`src/hdl/gdrc_pkg.sv`:
```
// Shared types and constants for the grid DDA ray caster.
// No dependencies; used by every module under hdl/ except gdrc_div.
package gdrc_pkg;

	localparam int MAP_SIDE_DEF  = 64;
	localparam int MAX_STEPS_DEF = 128;
	localparam int DIV_W         = 31;   // shared divider operand width
	localparam int SIDE_W        = 49;   // Q16.16 side/delta accumulators, with headroom
	localparam int ADDR_W        = 5;    // APB byte address width

	localparam logic [2:0] REG_PLAYER_X = 3'd0;
	localparam logic [2:0] REG_PLAYER_Y = 3'd1;
	localparam logic [2:0] REG_DIR_X    = 3'd2;
	localparam logic [2:0] REG_DIR_Y    = 3'd3;
	localparam logic [2:0] REG_PLANE_X  = 3'd4;
	localparam logic [2:0] REG_PLANE_Y  = 3'd5;
	localparam logic [2:0] REG_COLS     = 3'd6;
	localparam logic [2:0] REG_ROWS     = 3'd7;

	localparam logic [15:0] RST_PLAYER_X = 16'd32768;
	localparam logic [15:0] RST_PLAYER_Y = 16'd32768;
	localparam logic [15:0] RST_DIR_X    = 16'd16384;
	localparam logic [15:0] RST_DIR_Y    = 16'd0;
	localparam logic [15:0] RST_PLANE_X  = 16'd0;
	localparam logic [15:0] RST_PLANE_Y  = 16'd10813;
	localparam logic [12:0] RST_COLS     = 13'd640;
	localparam logic [11:0] RST_ROWS     = 12'd480;

	localparam logic CMD_WRITE = 1'b0;
	localparam logic CMD_CAST  = 1'b1;

	typedef struct packed {
		logic [15:0]        player_x;
		logic [15:0]        player_y;
		logic signed [15:0] dir_x;
		logic signed [15:0] dir_y;
		logic signed [15:0] plane_x;
		logic signed [15:0] plane_y;
		logic [12:0]        cols;
		logic [11:0]        rows;
	} cfg_t;

	typedef struct packed {
		logic        cmd;
		logic [11:0] column;
		logic [5:0]  cell_x;
		logic [5:0]  cell_y;
		logic        wall;
	} item_t;

	typedef struct packed {
		logic [15:0] perp;
		logic [5:0]  hit_x;
		logic [5:0]  hit_y;
		logic        horiz;
		logic        neg_x;
		logic        neg_y;
		logic [15:0] lh;
		logic [10:0] ds;
		logic [10:0] de;
		logic        left;
	} res_t;

endpackage

```
`src/hdl/gdrc_front.sv`:
```
// Front end: accepts command beats and holds them in a two-entry queue.
// Depends on gdrc_pkg.
module gdrc_front (
	input  logic            clk,
	input  logic            arst_n,
	input  logic            start,
	input  gdrc_pkg::item_t in_item,
	input  logic            hold,
	output logic            busy,
	output gdrc_pkg::item_t q_item,
	output logic            q_valid,
	input  logic            q_pop
);
	gdrc_pkg::item_t ent_q [2];
	logic            wr_q, rd_q;
	logic [1:0]      cnt_q;
	logic            push;

	assign busy    = hold || (cnt_q == 2'd2);
	assign push    = start && !busy;
	assign q_valid = (cnt_q != 2'd0);
	assign q_item  = ent_q[rd_q];

	always_ff @(posedge clk or negedge arst_n) begin
		if (!arst_n) begin
			wr_q  <= 1'b0;
			rd_q  <= 1'b0;
			cnt_q <= 2'd0;
		end else begin
			if (push) wr_q <= ~wr_q;
			if (q_pop) rd_q <= ~rd_q;
			cnt_q <= cnt_q + {1'b0, push} - {1'b0, q_pop};
		end
	end

	always_ff @(posedge clk) begin
		if (push) ent_q[wr_q] <= in_item;
	end
endmodule

```
`config.mk`:
```
export PLATFORM = sky130hd
export DESIGN_NAME = gdrc_front
export DESIGN_NICKNAME = d
export VERILOG_FILES = /design/src/hdl/gdrc_pkg.sv /design/src/hdl/gdrc_front.sv
export SDC_FILE = /design/constraint.sdc
export NUM_CORES = 1
export LEC_CHECK = 0
export BUFFER_PORTS_ARGS = -buffer_cell sky130_fd_sc_hd__buf_4
export CELL_PAD_IN_SITES_DETAIL_PLACEMENT = 1
export CELL_PAD_IN_SITES_GLOBAL_PLACEMENT = 1
export CORE_MARGIN = 10
export CORE_UTILIZATION = 47
export DETAILED_ROUTE_END_ITERATION = 7
export PLACE_DENSITY = 0.9
export SYNTH_ARGS = -nofsm -noshare
export SYNTH_HDL_FRONTEND = slang
export SYNTH_SLANG_ARGS = --single-unit
```
`constraint.sdc`:
```
create_clock -name clk -period 5.85 [get_ports clk]
set_input_delay 1.17 -clock clk [delete_from_list [all_inputs] [get_ports clk]]
set_output_delay 1.17 -clock clk [all_outputs]
set_load 0.005 [all_outputs]
```
==> results.txt <==
----------------------------------------------------
[Place]
  Worst Setup Slack post-DPL ... between 3 and 4 ns
  Last weighted congestion value of the routability-driven placer ... around 0.66
  DPL Wire Length ... roughly 3300 um
  Post-DP Area ... 2660 sq um
  IO buf count ... 58

[Setup path]
  Worst r2r dst ... ent_q[0][14]
  Most common cell type on the critical path ... buf_4
  Delay of the slowest cell on the worst path ... just over 0.4 ns
  Origin of the critical flop-to-flop path ... cnt_q[1]
  Cell-by-cell trace of the critical path ... buf_4 -> mux2_2 -> buf_4
  Crit-path slowest cell ... mux2_2
  Category of cells accounting for the largest share of critical-path delay ... buffers and inverters
  Category of the worst setup path launch point ... flip-flop
  Worst Reg2Reg Path Length in Cells ... 4
  Critical path type ... reg2out
  CP Capture Type ... primary output
  Req. time, crit path ... roughly 4.7 ns
  Setup slack, reg-to-reg ... 3.92 ns
  Combined buffer and inverter count along the critical path ... 2
  Arrival time of the worst setup path ... about 1.6 ns
  Largest driver fanout on the critical path ... 27

[Clocking]
  Post-CTS Setup Repair Bufs ... 0
  Hold buffers post-CTS ... 0
  Total number of clock tree sinks ... between 50 and 60
  H-tree levels ... 2
  Number of CTS-inserted buffers ... 5
  Clock root buffer ... clkbuf_8
  Clock Tree Buf Depth ... 2
  CTS tree ... done
  Register clock-pin slew on the reported worst setup and hold paths ... approximately 0.090 ns
  Cells resized by post-CTS repair ... 0
  Insertion delay to the later sink of the worst-skew pair ... ~0.30 ns

[Die]
  Die Span Y ... between 80 and 90 um
  Core ar. ... ~4400 sq um
  Initial core utilization ... between 40% and 50%
  Number of top-level pins ... around 60
  Die area ... a little under 8000 sq um
  Site row count ... 24
  Die width ... around 88 um

[Logic synthesis]
  Total of flip-flops plus latches after synthesis ... 56
  Number of instances in the synthesized netlist ... a little under 100
  Syn Std Cell Area ... 2180 sq um
  Warning count from the yosys run ... 0
  Part of the Yosys area used for sequential elements ... approximately three quarters
  Syn nets ... about 130
  Mapped Avg Cell Area ... 22.0 sq um
  Netlist cell types ... 14

[Pwr]
  Gate power share ... between 30% and 40%
  Internal cell power ... between 800 and 900 uW
  Net switching power figure ... about 290 uW
  Switching Share ... around a quarter
  Ratio of total power to cell area ... around 400 nW/um^2
  Clock network fraction of total power ... roughly 18%
  Share of power burned in registers ... a little under half
  LEAKAGE ... roughly 1.1 nW
  Worst VDD drop ... between 0.2 and 0.3 mV
  Overall power consumption ... around 1.1 mW

[Route]
  Overall routed net length ... 4230 um
  Initial detailed-routing violation count ... 45
  Detailed-routing iteration count for the pre-antenna-repair pass ... 4
  Number of remaining DRC errors ... 0
  Via count normalized by instance count ... 5.03
  Antenna-violating nets left ... 0
  Total via count after detailed routing ... 1,091
  Post-detailed-route wirelength per cell ... approximately 19 um

[Hold path]
  Min-delay worst type ... reg2reg
  Endpoint of the worst hold-timing path ... wr_q
  Worst Hold Depth ... 1
  Hold path startpoint ... wr_q

[Timing]
  Setup TNS after final layout ... 0 ns
  Final Cycle Share ... around 47%
  Worst-Margin Slew ... roughly 0.59 ns
  Min Clock Period, post-route ... approximately 2.8 ns
  Final number of hold-violating endpoints ... 0
  Achievable clock frequency ... 362 MHz
  Worst setup slack after layout ... 3.09 ns
  Worst rel slew slack ... between 60 and 70%
  Setup repair after global routing missed its margin ... false
  Number of pins exceeding their max-slew limit in the final report ... 0
  Count of endpoints failing setup in the final report ... 0
  Setup clock skew after layout ... between 0.01 and 0.015 ns

[Layout]
  Multi-input gate area in the final layout ... around 460 sq um
  Layout filler cell count ... between 300 and 400
  Layout Area Growth over Synthesis ... 25.7%
  Storage element area ... 1660 sq um
  Fraction of final layout cells sized beyond drive strength 1 ... 58.8%
  Final #Nets ... just under 200
  Final Cell Area ... 2740 sq um
  Diode insertion count for antenna repair ... 0

[Global routing]
  Maximum number of pins on one net before global-route repair ... 28
  Global-route wire length before repair ... ~6300 um
  Overall global routing resource usage ... between 10% and 20%
  Via count of the first global-routing pass ... around 1,300
  Initial antenna violation count ... 0
  Total gr overflow ... 0

[Run]
  Maximum capacitance violations ... 0

[Status]
  Status ... complete, no violations

----------------------------------------------------
## worst reg2reg max path, cell delays in order (launching register included)
cell	delay (ns)
dfrtp_1	0.42
nand2b_1	0.11
nand3b_1	0.21
nor2_2	0.53
buf_4	0.36
## final cells by class
class	count	area share, %
Sequential cell	56	60.7
Inverter	2	0.274
Multi-Input combinational cell	38	16.9
Clock inverter	3	0.503
Timing Repair Buffer	61	16.7
Clock buffer	5	2.51
Tap cell	52	2.38
## per-stage QoR
step           util [%]  cells  hold slack [ns]
6_report           62.0    217            0.544
5_1_grt            62.0    217            0.571
4_1_cts            62.0    217            0.550
3_5_place_dp       60.1    209            0.534
3_3_place_gp       60.1    209            0.494
2_1_floorplan         -     99            0.468
## worst max-delay path by stage
stage / slack (ns) / endpoint / cells after the start / from
after CTS: 3.07 / q_item[4] / 3 / rd_q
after detailed placement: 3.08 / ent_q[0][17] / 4 / hold
after global routing: 3.02 / q_item[4] / 3 / rd_q
after global placement: 3.14 / busy / 3 / hold
final: 3.09 / q_item[4] / 3 / rd_q
after floorplan: 2.92 / ent_q[0][0] / 2 / hold
## flip-flops by register name (all words and copies together), names as in the netlist
signal,cells
cnt_q,2
ent_q,52
rd_q,1
wr_q,1
## synthesized netlist by cell type
master | n | share of area (%)
buf_12 | 2 | 1.8
mux2_4 | 19 | 13
mux2_2 | 7 | 3.6
buf_6 | 1 | 0.52
xnor2_1 | 3 | 1.2
or2_2 | 1 | 0.29
ha_1 | 2 | 1.1
nor2_1 | 2 | 0.34
edfxtp_1 | 52 | 72
nand3b_1 | 1 | 0.34
inv_1 | 2 | 0.34
xor2_1 | 1 | 0.40
nand2b_1 | 2 | 0.57
dfrtp_1 | 4 | 4.6
## routing by layer
metal  GRT usage [%]  vias up  part of all wire, %
li1                -      504                    -
met2            18.5       46                   51
met1            11.6      536                   39
met3            4.92        5                   10
met5               0        -                    0
met4            3.42        0                 0.80
## cells in the final DEF (no fill, tap or decap), types with 2 or more instances in the layout
cell and n:
mux2_4 19, buf_4 61, clkinv_2 2, ha_1 2
mux2_2 7, inv_1 2, edfxtp_1 52, nand2b_1 2
clkbuf_8 5, dfrtp_1 4, nor2_2 2, xnor2_1 3
## kinds of logic (layout without fill, tap and decap cells)
| logic type | count (synthesis) | after routing | share of synthesized area (%) |
|---|---|---|---|
| DFF | 56 | 56 | 76.3 |
| muxes | 26 | 26 | 16.7 |
| and+or+nand+nor | 6 | 6 | 1.55 |
| buffers and inverters | 5 | 71 | 2.70 |
| xor gates and xnor gates | 4 | 4 | 1.61 |
| adders and majority gates | 2 | 2 | 1.15 |
## power groups by stage
| stage | clock (mW) | combinational [mW] | sequential, mW |
|---|---|---|---|
| finish | 0.193 | 0.382 | 0.525 |
| global route | 0.218 | 0.416 | 0.530 |
| CTS | 0.200 | 0.394 | 0.526 |
| detailed placement | 0 | 0.391 | 0.535 |
| global placement | 0 | 0.375 | 0.528 |
| floorplan | 0 | 0.252 | 0.528 |
No activity file was read; power rests on OpenSTA's default activity.
